File: config.mk
export PLATFORM = sky130hd
export DESIGN_NAME = delimiter_line_framer
export DESIGN_NICKNAME = d
export VERILOG_FILES = /design/src/hw/rtl/dlf_pkg.sv /design/src/hw/rtl/delimiter_line_framer.sv
export SDC_FILE = /design/constraint.sdc
export NUM_CORES = 1
export LEC_CHECK = 0
export ABC_AREA = 0
export BUFFER_PORTS_ARGS = -buffer_cell sky130_fd_sc_hd__buf_4
export CAP_MARGIN = 0
export CORE_MARGIN = 2
export CORE_UTILIZATION = 55
export CTS_CLUSTER_DIAMETER = 200
export DETAILED_ROUTE_END_ITERATION = 7
export GPL_TIMING_DRIVEN = 1
export MAX_ROUTING_LAYER = met4
export PLACE_DENSITY = 0.74
export SLEW_MARGIN = 20
export SYNTH_ARGS = -nofsm -noshare
export SYNTH_HDL_FRONTEND = slang
export SYNTH_SLANG_ARGS = --single-unit
File: constraint.sdc
create_clock -name clk -period 3.53 [get_ports clk]
set_clock_uncertainty 0.05 [all_clocks]
set_input_delay 0.706 -clock clk [delete_from_list [all_inputs] [get_ports clk]]
set_output_delay 0.706 -clock clk [all_outputs]
set_load 0.02 [all_outputs]
File: src/hw/rtl/dlf_pkg.sv
`timescale 1ns / 1ps
`default_nettype none
// ----------------------------------------------------------------------------
// dlf_pkg
// Types and constants shared by the delimiter line framer.
// ----------------------------------------------------------------------------
package dlf_pkg;

	localparam int STORE_DEPTH_DEF         = 64;
	localparam int MAX_DELIMITER_BYTES_DEF = 4;

	localparam int CFG_INDEX_W = 3;
	localparam int LIMIT_W     = 6;
	localparam int PATTERN_W   = 32;
	localparam int DLEN_W      = 3;

	localparam logic [LIMIT_W-1:0]   LIMIT_RST   = 6'd63;
	localparam logic                 KEEP_RST    = 1'b0;
	localparam logic [PATTERN_W-1:0] PATTERN_RST = 32'd10;
	localparam logic [DLEN_W-1:0]    DLEN_RST    = 3'd1;
	localparam logic [7:0]           DEFAULT_DELIM = 8'h0A;

	localparam logic [CFG_INDEX_W-1:0] CFG_MAX_CONTENT_LENGTH = 3'd0;
	localparam logic [CFG_INDEX_W-1:0] CFG_KEEP_DELIMITER     = 3'd1;
	localparam logic [CFG_INDEX_W-1:0] CFG_DELIMITER_PATTERN  = 3'd2;
	localparam logic [CFG_INDEX_W-1:0] CFG_DELIMITER_LENGTH   = 3'd3;

	localparam logic OP_PUSH    = 1'b0;
	localparam logic OP_DISCARD = 1'b1;

	typedef struct packed {
		logic       operation;
		logic [7:0] stream_byte;
	} in_t;

	typedef struct packed {
		logic [7:0] message_byte;
		logic       last_of_message;
		logic       empty_message;
	} out_t;

	typedef enum logic {
		FR_IDLE,
		FR_EMIT
	} fr_state_t;

endpackage
`default_nettype wire

File: src/hw/rtl/delimiter_line_framer.sv
`timescale 1ns / 1ps
`default_nettype none
// ----------------------------------------------------------------------------
// delimiter_line_framer
// Collects bytes in a message store and emits each delimited message whose content fits the length limit.
// ----------------------------------------------------------------------------
// Throughput: one byte per cycle while no delimiter completes; once a message
//   is framed, input is blocked while its beats are emitted (one beat for an
//   empty message) and during any output stall, set by the store's single read port.
// The first beat of a message passes the read stage and the output register after the closing byte.
// Reset: config registers return to defaults, pending count and history clear;
//   the store itself is not cleared and needs no clearing pass.
module delimiter_line_framer #(
	parameter int STORE_DEPTH         = dlf_pkg::STORE_DEPTH_DEF,
	parameter int MAX_DELIMITER_BYTES = dlf_pkg::MAX_DELIMITER_BYTES_DEF
) (
	input  wire                                   clk,
	input  wire                                   arst_n,
	input  wire                                   in_valid,
	output logic                                  in_ready,
	input  wire  dlf_pkg::in_t                    in_data,
	output logic                                  out_valid,
	input  wire                                   out_ready,
	output dlf_pkg::out_t                         out_data,
	input  wire                                   cfg_valid,
	output logic                                  cfg_ready,
	input  wire  [dlf_pkg::CFG_INDEX_W-1:0]       cfg_index,
	input  wire  [dlf_pkg::PATTERN_W-1:0]         cfg_data
);

	localparam int AW  = $clog2(STORE_DEPTH);
	localparam int CW  = AW + 1;
	localparam int NB  = (MAX_DELIMITER_BYTES < 4) ? MAX_DELIMITER_BYTES : 4;
	localparam int RBW = 8 * NB;

	logic [dlf_pkg::LIMIT_W-1:0]   max_len_q;
	logic                          keep_q;
	logic [dlf_pkg::PATTERN_W-1:0] pattern_q;
	logic [dlf_pkg::DLEN_W-1:0]    dlen_cfg_q;

	logic [7:0]    store_mem [STORE_DEPTH];
	logic [7:0]    rdata_s1;
	logic          s1_valid;
	logic          s1_last;
	logic          s1_empty;

	dlf_pkg::fr_state_t state_q, state_d;
	logic [CW-1:0]  pending_q;
	logic [RBW-1:0] recent_q;
	logic [AW-1:0]  rd_ptr_q;
	logic [AW-1:0]  emit_last_q;
	logic           empty_q;

	logic           out_valid_q;
	dlf_pkg::out_t  out_q;

	logic           accept;
	logic           push;
	logic           discard;
	logic           start_emit;
	logic           s1_move;
	logic           issue;
	logic           last_issue;

	logic [CW-1:0]  pending_new;
	logic [RBW-1:0] recent_new;
	logic [2:0]     dlen;
	logic [6:0]     limit_wide;
	logic [CW-1:0]  limit;
	logic [NB:1]    match_len;
	logic           match;
	logic [CW-1:0]  content;
	logic [CW-1:0]  emit_len;
	logic [7:0]     delim_byte [NB];

	assign cfg_ready = 1'b1;
	assign out_valid = out_valid_q;
	assign out_data  = out_q;

	assign accept  = in_valid && in_ready;
	assign push    = accept && (in_data.operation == dlf_pkg::OP_PUSH);
	assign discard = accept && (in_data.operation == dlf_pkg::OP_DISCARD);

	assign s1_move = s1_valid && (!out_valid_q || out_ready);

	// Delimiter match on the history including the new byte
	always_comb begin
		pending_new = pending_q + CW'(1);
		recent_new  = (recent_q << 8) | RBW'(in_data.stream_byte);

		if (dlen_cfg_q == 3'd0) begin
			dlen = 3'd1;
		end else if (dlen_cfg_q > 3'(NB)) begin
			dlen = 3'(NB);
		end else begin
			dlen = dlen_cfg_q;
		end

		limit_wide = (7'(max_len_q) > 7'(STORE_DEPTH - 1)) ? 7'(STORE_DEPTH - 1)
		                                                   : 7'(max_len_q);
		limit = CW'(limit_wide);

		for (int i = 0; i < NB; i++) begin
			delim_byte[i] = (dlen_cfg_q == 3'd0) ? dlf_pkg::DEFAULT_DELIM
			                                     : pattern_q[8*i +: 8];
		end

		for (int l = 1; l <= NB; l++) begin
			match_len[l] = 1'b1;
			for (int i = 0; i < l; i++) begin
				if (recent_new[8*(l-1-i) +: 8] != delim_byte[i]) begin
					match_len[l] = 1'b0;
				end
			end
		end

		match = 1'b0;
		for (int l = 1; l <= NB; l++) begin
			if (dlen == 3'(l)) begin
				match = match_len[l];
			end
		end
		if (pending_new < CW'(dlen)) begin
			match = 1'b0;
		end

		content  = pending_new - CW'(dlen);
		emit_len = keep_q ? pending_new : content;
	end

	always_comb begin
		state_d    = state_q;
		in_ready   = 1'b0;
		start_emit = 1'b0;
		issue      = 1'b0;
		last_issue = empty_q || (rd_ptr_q == emit_last_q);
		case (state_q)
			dlf_pkg::FR_IDLE: begin
				in_ready = 1'b1;
				if (push && match && (content <= limit)) begin
					start_emit = 1'b1;
					state_d    = dlf_pkg::FR_EMIT;
				end
			end
			dlf_pkg::FR_EMIT: begin
				issue = !s1_valid || s1_move;
				if (issue && last_issue) begin
					state_d = dlf_pkg::FR_IDLE;
				end
			end
			default: begin
				state_d = dlf_pkg::FR_IDLE;
			end
		endcase
	end

	always_ff @(posedge clk or negedge arst_n) begin
		if (!arst_n) begin
			state_q <= dlf_pkg::FR_IDLE;
		end else begin
			state_q <= state_d;
		end
	end

	always_ff @(posedge clk) begin
		if (push) begin
			store_mem[pending_q[AW-1:0]] <= in_data.stream_byte;
		end
		if (issue && !empty_q) begin
			rdata_s1 <= store_mem[rd_ptr_q];
		end
	end

	always_ff @(posedge clk or negedge arst_n) begin
		if (!arst_n) begin
			max_len_q  <= dlf_pkg::LIMIT_RST;
			keep_q     <= dlf_pkg::KEEP_RST;
			pattern_q  <= dlf_pkg::PATTERN_RST;
			dlen_cfg_q <= dlf_pkg::DLEN_RST;
		end else if (cfg_valid && cfg_ready) begin
			case (cfg_index)
				dlf_pkg::CFG_MAX_CONTENT_LENGTH: max_len_q  <= cfg_data[dlf_pkg::LIMIT_W-1:0];
				dlf_pkg::CFG_KEEP_DELIMITER:     keep_q     <= cfg_data[0];
				dlf_pkg::CFG_DELIMITER_PATTERN:  pattern_q  <= cfg_data;
				dlf_pkg::CFG_DELIMITER_LENGTH:   dlen_cfg_q <= cfg_data[dlf_pkg::DLEN_W-1:0];
				default: begin
				end
			endcase
		end
	end

	always_ff @(posedge clk or negedge arst_n) begin
		if (!arst_n) begin
			pending_q   <= '0;
			recent_q    <= '0;
			rd_ptr_q    <= '0;
			emit_last_q <= '0;
			empty_q     <= 1'b0;
		end else begin
			if (discard) begin
				pending_q <= '0;
				recent_q  <= '0;
			end else if (push) begin
				if (match || (pending_new > limit)) begin
					pending_q <= '0;
					recent_q  <= '0;
				end else begin
					pending_q <= pending_new;
					recent_q  <= recent_new;
				end
			end
			if (start_emit) begin
				rd_ptr_q    <= '0;
				emit_last_q <= AW'(emit_len - CW'(1));
				empty_q     <= (emit_len == '0);
			end else if (issue) begin
				rd_ptr_q <= rd_ptr_q + AW'(1);
			end
		end
	end

	always_ff @(posedge clk or negedge arst_n) begin
		if (!arst_n) begin
			s1_valid    <= 1'b0;
			s1_last     <= 1'b0;
			s1_empty    <= 1'b0;
			out_valid_q <= 1'b0;
			out_q       <= '0;
		end else begin
			if (issue) begin
				s1_valid <= 1'b1;
				s1_last  <= last_issue;
				s1_empty <= empty_q;
			end else if (s1_move) begin
				s1_valid <= 1'b0;
			end
			if (s1_move) begin
				out_valid_q           <= 1'b1;
				out_q.message_byte    <= s1_empty ? 8'd0 : rdata_s1;
				out_q.last_of_message <= s1_last;
				out_q.empty_message   <= s1_empty;
			end else if (out_valid_q && out_ready) begin
				out_valid_q <= 1'b0;
			end
		end
	end

	a_empty_is_last: assert property (@(posedge clk) disable iff (!arst_n)
		out_valid_q && out_q.empty_message |->
			out_q.last_of_message && (out_q.message_byte == 8'd0))
		else $error("empty beat not marked last or not zero");

	a_pending_bound: assert property (@(posedge clk) disable iff (!arst_n)
		pending_q <= CW'(STORE_DEPTH - 1))
		else $error("pending count beyond store");

	a_rd_ptr_bound: assert property (@(posedge clk) disable iff (!arst_n)
		(state_q == dlf_pkg::FR_EMIT) |-> (rd_ptr_q <= emit_last_q))
		else $error("read pointer past message end");

	a_s1_hold: assert property (@(posedge clk) disable iff (!arst_n)
		s1_valid && !s1_move |=>
			s1_valid && $stable(s1_last) && (s1_empty || $stable(rdata_s1)))
		else $error("stalled read beat lost");

	a_no_input_while_emit: assert property (@(posedge clk) disable iff (!arst_n)
		start_emit |=> !in_ready)
		else $error("input taken while a message is emitted");

endmodule
`default_nettype wire
Yosys cells after proc, flatten, opt, wreduce, memory -nomap -nowiden
Memories as Yosys holds them, arrays and structs flattened. A register that Yosys moved wholly into a read port is not among the register bits.
Cells that the tools add are included.
{"block": "classes", "n_reduce_logical": 27, "addsub": 4, "magnitude_cmp": 4, "n_mux": 43, "bitwise_logic": 3, "eq_ne": 18}
{"cell": "8-bit != test", "count": 10}
{"cell": "24-bit 2-to-1 mux", "count": 3}
{"cell": "8-bit 2-to-1 mux", "count": 5}
{"cell": "32-bit by 8-bit OR with 32-bit output", "count": 1}
{"cell": "7-bit 2-to-1 mux", "count": 4}
{"cell": "1-bit 2-to-1 mux", "count": 26}
{"cell": "3-bit by 2-bit equality test with 1-bit output (second input constant)", "count": 4}
{"cell": "6-bit 2-to-1 mux", "count": 2}
{"cell": "1-bit logical AND", "count": 9}
{"cell": "2-bit AND reduction", "count": 4}
{"cell": "2-bit nonzero test", "count": 4}
{"cell": "7-bit by 1-bit adder with 7-bit output (second input constant)", "count": 1}
{"cell": "7-bit by 6-bit greater-than comparator with 1-bit output", "count": 1}
{"cell": "7-bit by 6-bit <= comparator with 1-bit output", "count": 1}
{"cell": "7-bit zero test", "count": 1}
{"cell": "7-bit by 3-bit < comparator with 1-bit output", "count": 1}
{"cell": "7-bit by 3-bit subtractor with 7-bit output", "count": 1}
{"cell": "6-bit by 1-bit adder with 6-bit output (second input constant)", "count": 1}
{"cell": "3-bit by 1-bit equality test with 1-bit output (second input constant)", "count": 2}
{"cell": "6-bit equality test", "count": 1}
{"cell": "3-bit zero test", "count": 2}
{"cell": "3-bit 2-to-1 mux", "count": 2}
{"cell": "6-bit by 1-bit subtractor with 6-bit output (second input constant)", "count": 1}
{"cell": "1-bit logical OR", "count": 4}
{"cell": "other kinds (5)", "count": 8}
{"block": "totals", "mem_bits_rw": 512, "n_memories": 1, "register_bits": 101}
{"name": "store_mem", "depth": 64, "width": 8, "read_ports": 1, "rd_ports_with_merged_regs": 1, "write_ports": 1, "line": "delimiter_line_framer.sv:41", "text": "logic [7:0] store_mem [STORE_DEPTH];"}

Logic depth before layout (Yosys ltp)
{"block": "logic_depth", "word_depth": 14, "depth_mapped": 17, "depth_no_buf": 15}

Worst setup path after synthesis
OpenSTA, ideal clock, no wires.
{"block": "synth_path", "path_type": "register to register", "startpoint": "reg pending_q[0]", "endpoint": "reg emit_last_q[0]", "t_arrival_ns": 3.151, "setup_slack_ns": 0.204, "required_ns": 3.355, "setup_time_ns": 0.125, "stages_incl_launch_ff": 15, "path_buffers": 1, "path_cell_list": "dfrtp_1 ha_1 ha_1 nor2b_1 o21ai_0 nand2b_1 or3_1 xnor2_1 ha_1 nand3_1 o21ai_0 o21ai_0 nand4_1 buf_2 mux2_4"}
{"block": "synth_via", "elab_chain_len": 7}
{"element": "start, declared", "line": "delimiter_line_framer.sv:48", "text": "logic [CW-1:0] pending_q;"}
{"element": "start signal, assigned", "line": "delimiter_line_framer.sv:208", "text": "pending_q <= pending_new;"}
{"element": "7-bit by 1-bit adder with 7-bit output *", "line": "delimiter_line_framer.sv:88", "text": "pending_new = pending_q + CW'(1);"}
{"element": "branches (longest 6 deep; another with 7-bit by 3-bit subtractor with 7-bit output)"}
{"element": "end signal, assigned", "line": "delimiter_line_framer.sv:214", "text": "emit_last_q <= AW'(emit_len - CW'(1));"}
{"element": "end, declared", "line": "delimiter_line_framer.sv:51", "text": "logic [AW-1:0] emit_last_q;"}
Mark *: on every way between the ends.
A chain may end at the register's enable or synchronous reset.

Final worst setup path
{"block": "layout_path", "startpoint": "reg pending_q[0]", "endpoint": "reg rd_ptr_q[1]"}
{"block": "layout_via", "elab_chain_len": 8}
{"element": "7-bit by 1-bit adder with 7-bit output *", "line": "delimiter_line_framer.sv:88"}
{"element": "branches (longest 3 deep; another with 7-bit by 3-bit subtractor with 7-bit output)"}
{"element": "1-bit logical AND *", "line": "delimiter_line_framer.sv:140", "text": "if (push && match && (content <= limit)) begin"}
{"element": "1-bit 2-to-1 mux *", "line": "delimiter_line_framer.sv:140"}
{"element": "1-bit 2-to-1 mux *", "line": "delimiter_line_framer.sv:137", "text": "case (state_q)"}
{"element": "6-bit 2-to-1 mux or 2-bit nonzero test (tied branches)"}
{"element": "end signal, assigned", "line": "delimiter_line_framer.sv:217", "text": "rd_ptr_q <= rd_ptr_q + AW'(1);"}
{"element": "end, declared", "line": "delimiter_line_framer.sv:50", "text": "logic [AW-1:0] rd_ptr_q;"}
Marked as above.

==> reports/metrics.yaml <==
outcome:
  status: "finished, final reports clean"
global_routing:
  grt_pass1_vias: 14385
  met2_usage_pct: 42.32
  busiest_layer: "met2"
  overflow: 0
  gr-usage-met1_pct: 36.02
  grt_use_total_pct: 26.56
  grt_pass1_wl_mm: 93.65
  antenna_found_initial: 3
  grt_max_degree: 68
  grt_use_met3_pct: 3.962
pwr:
  p_total_mw: 21.88
  p_leak_nw: 10.10
  clkPwrFrac_pct: 27.9
  sw_frac_of_total_pct: 30.70
  share_seq_of_total_power_pct: 41.5
  powerDensity_nw_per_um2: 738.7
  p_int_mw: 15.16
  peakVddDrop_uv: 439.1
  p_comb_share_pct: 30.6
  p_sw_mw: 6.717
synthesis:
  synth-simple-area-share_pct: 4.981
  synth_warnings: 0
  synthTopCellsByCount: "edfxtp_1, mux4_2, nor2_1"
  post-synth-top-area-cell: "edfxtp_1"
  syn_area_per_cell_sq_um: 17.67
  synth.most_common_cell: "edfxtp_1"
  synth-seq-cells: 621
  async_flop_share_pct: 16.26
  yosysTopAreaCellShare_pct: 59.72
  synthTopCellsByArea: "edfxtp_1, mux4_2, dfrtp_1, nor2_1, mux2_2"
  synth.distinct_cells: 75
  ys_seq_area_share_pct: 69.42
  synthCells: 1480
  synthesis.area_sq_um: 26150
  synth_top_family_by_area: "multiplexers"
  synthAdderAreaFrac_pct: 0.9857
  synth-compound-area-share_pct: 4.909
  synthMuxAreaShare_pct: 15.90
  synth-main-ff-cell: "edfxtp_1"
  syn_nets: 1549
  synth-edff-count: 520
  synthXorXnorAreaFrac_pct: 1.507
cts:
  postCtsHoldBufs: 0
  cts_setup_buffers: 0
  root_buffer: "clkbuf_16"
  numCtsBuffers: 58
  clockBufferDepth: 3
  cts.clk_slew.worst_paths_ns: 0.06
  htreeDepth: 2
  clock_sinks: 621
  clock_latency_ns: 0.62
  cts_tree: "yes"
timing:
  period_share_pct: 93.38
  tightest_slew_ns: 0.9175
  fin_ws_ns: 0.2336
  fmax_mhz: 303.4
  fin_crit_ns: 3.296
  hold_viol: 0
  max_slew_margin_pct: 38.61
  holdWs_ns: 0.08637
  setup_viol: 0
  grt_setup_unrepaired: "no"
  maxSlewViolCount: 0
  tns_ns: 0
die:
  row_count: 79
  coreArea_sq_um: 46750
  start_util_pct: 55.93
  fp.dieH_microns: 222.0
  die_x_microns: 222.0
  ios: 62
  die_area_sq_um: 49300
worst_setup_path:
  worstSetupEndpointType: "register"
  cp_data_arrival_time_ns: 3.78
  crit_fanout: 10
  crit_type: "reg2reg"
  crit_path_start_kind: "register"
  required_ns: 4.01
  ff2ff_setup_slack_ns: 0.23
place:
  gp_congestion: 0.9546
  portBuffers: 60
  place_hpwl_mm: 39.97
  dpl.cell_count: 2133
  dpl_cell_area_sq_um: 27740
  dp_slack_ns: 0.09315
drt:
  drt_iter0_drc: 1498
  routed_wl_mm: 62.19
  wl_per_cell_microns: 27.73
  drc: 0
  drtAntennaViolNets: 0
  viasPerCell: 6.432
  vias: 14428
  firstDrtPassIters: 6
finish:
  finish.utilization_pct: 63.35
  final_cell_area_sq_um: 29620
  nets: 1655
  syn2layout_area_growth_pct: 13.27
  final_cells: 2243
  drive_gt1_share_pct: 27.66
flow_run:
  maxCapViolCount: 0
hold_path:
  hp-class: "in2async"
[sequential cells by signal, indices dropped and copies added, names as in the netlist, 3 cells and up]
signal	flops
pattern_q	32
rdata_s1	8
recent_q	24
out_data	10
rd_ptr_q	6
pending_q	7
store_mem	512
max_len_q	6
emit_last_q	6
dlen_cfg_q	3
[final cells by class]
cell class,instances,area [sq um]
inverter,50,187.7
antenna,2,5.005
multi-input combinational,712,7440
tap,607,759.5
fill,3184,17140
clock buffer,76,1539
timing repair buffer,143,1211
sequential,621,18160
clock inverter,32,314.1
[layout by cell type, fill, tap and decap left out, types with 10 or more instances in the layout]
master / instances
a21oi_1: 12
a22o_1: 31
a31oi_1: 11
buf_12: 11
buf_4: 132
clkbuf_1: 16
clkbuf_16: 58
clkinv_1: 13
dfrtp_1: 89
edfxtp_1: 520
ha_1: 19
inv_1: 48
mux2_2: 30
mux4_2: 168
nand2_1: 60
nand2b_1: 10
nand3_1: 17
nor2_1: 92
nor2b_1: 16
nor3_1: 10
nor4_1: 12
o21ai_0: 46
o22ai_1: 20
xnor2_1: 23
xor2_1: 21
[final timing paths]
check,start,to,cells past startpoint
setup reg to reg,pending_q[0],rd_ptr_q[1],14
max in group asynchronous,arst_n,rd_ptr_q[1],2
setup / recovery,pending_q[0],rd_ptr_q[1],14
hold reg to reg,s1_last,s1_last,1
hold / removal,arst_n,pattern_q[7],1
min in group clk,cfg_data[20],pattern_q[20],3
[cell families (layout without fill, tap and decap cells)]
kind of cell,after synthesis,count (layout)
flops,621,621
simple gates,265,265
mux,201,201
compound gates,180,180
buf+inv,147,301
xor+xnor,45,45
fa+ha+maj,20,20
other cells,1,3
[critical path, stage by stage, from the launching register on]
cell and delay [ns]:
dfrtp_1 0.38, ha_1 0.25, xor2_2 0.20, ha_1 0.32, o21ai_0 0.09, nand2b_1 0.14, or3_4 0.43, xnor2_1 0.14
ha_1 0.30, nand3_1 0.10, o21ai_0 0.16, o21ai_0 0.10, nand4_1 0.18, buf_4 0.19, a21boi_0 0.20
[timing repair]
item / 4_1_cts / 5_1_grt
hold endpoints to repair: 0 / 0
gates resized for setup: 0 / 4
endpoints found under the setup margin: 0 / 14
[routing by layer]
metal | part of all wire [%] | vias up | wire, microns
met2 | 50 | 603 | 31080
li1 | - | 6114 | -
met1 | 41 | 7599 | 25310
met4 | 2.9 | 0 | 1787
met5 | 0 | - | 0
met3 | 6.5 | 112 | 4015
[power groups by stage]
stage / registers [mW] / logic (mW) / clock network (mW)
after detailed placement: 9.21 / 6.65 / 0
after global routing: 9.13 / 7.13 / 6.48
after floorplan: 8.85 / 4.72 / 0
after CTS: 9.07 / 6.71 / 6.18
after global placement: 9.20 / 6.59 / 0
final: 9.08 / 6.69 / 6.11
No activity file was read; power rests on OpenSTA's default activity.
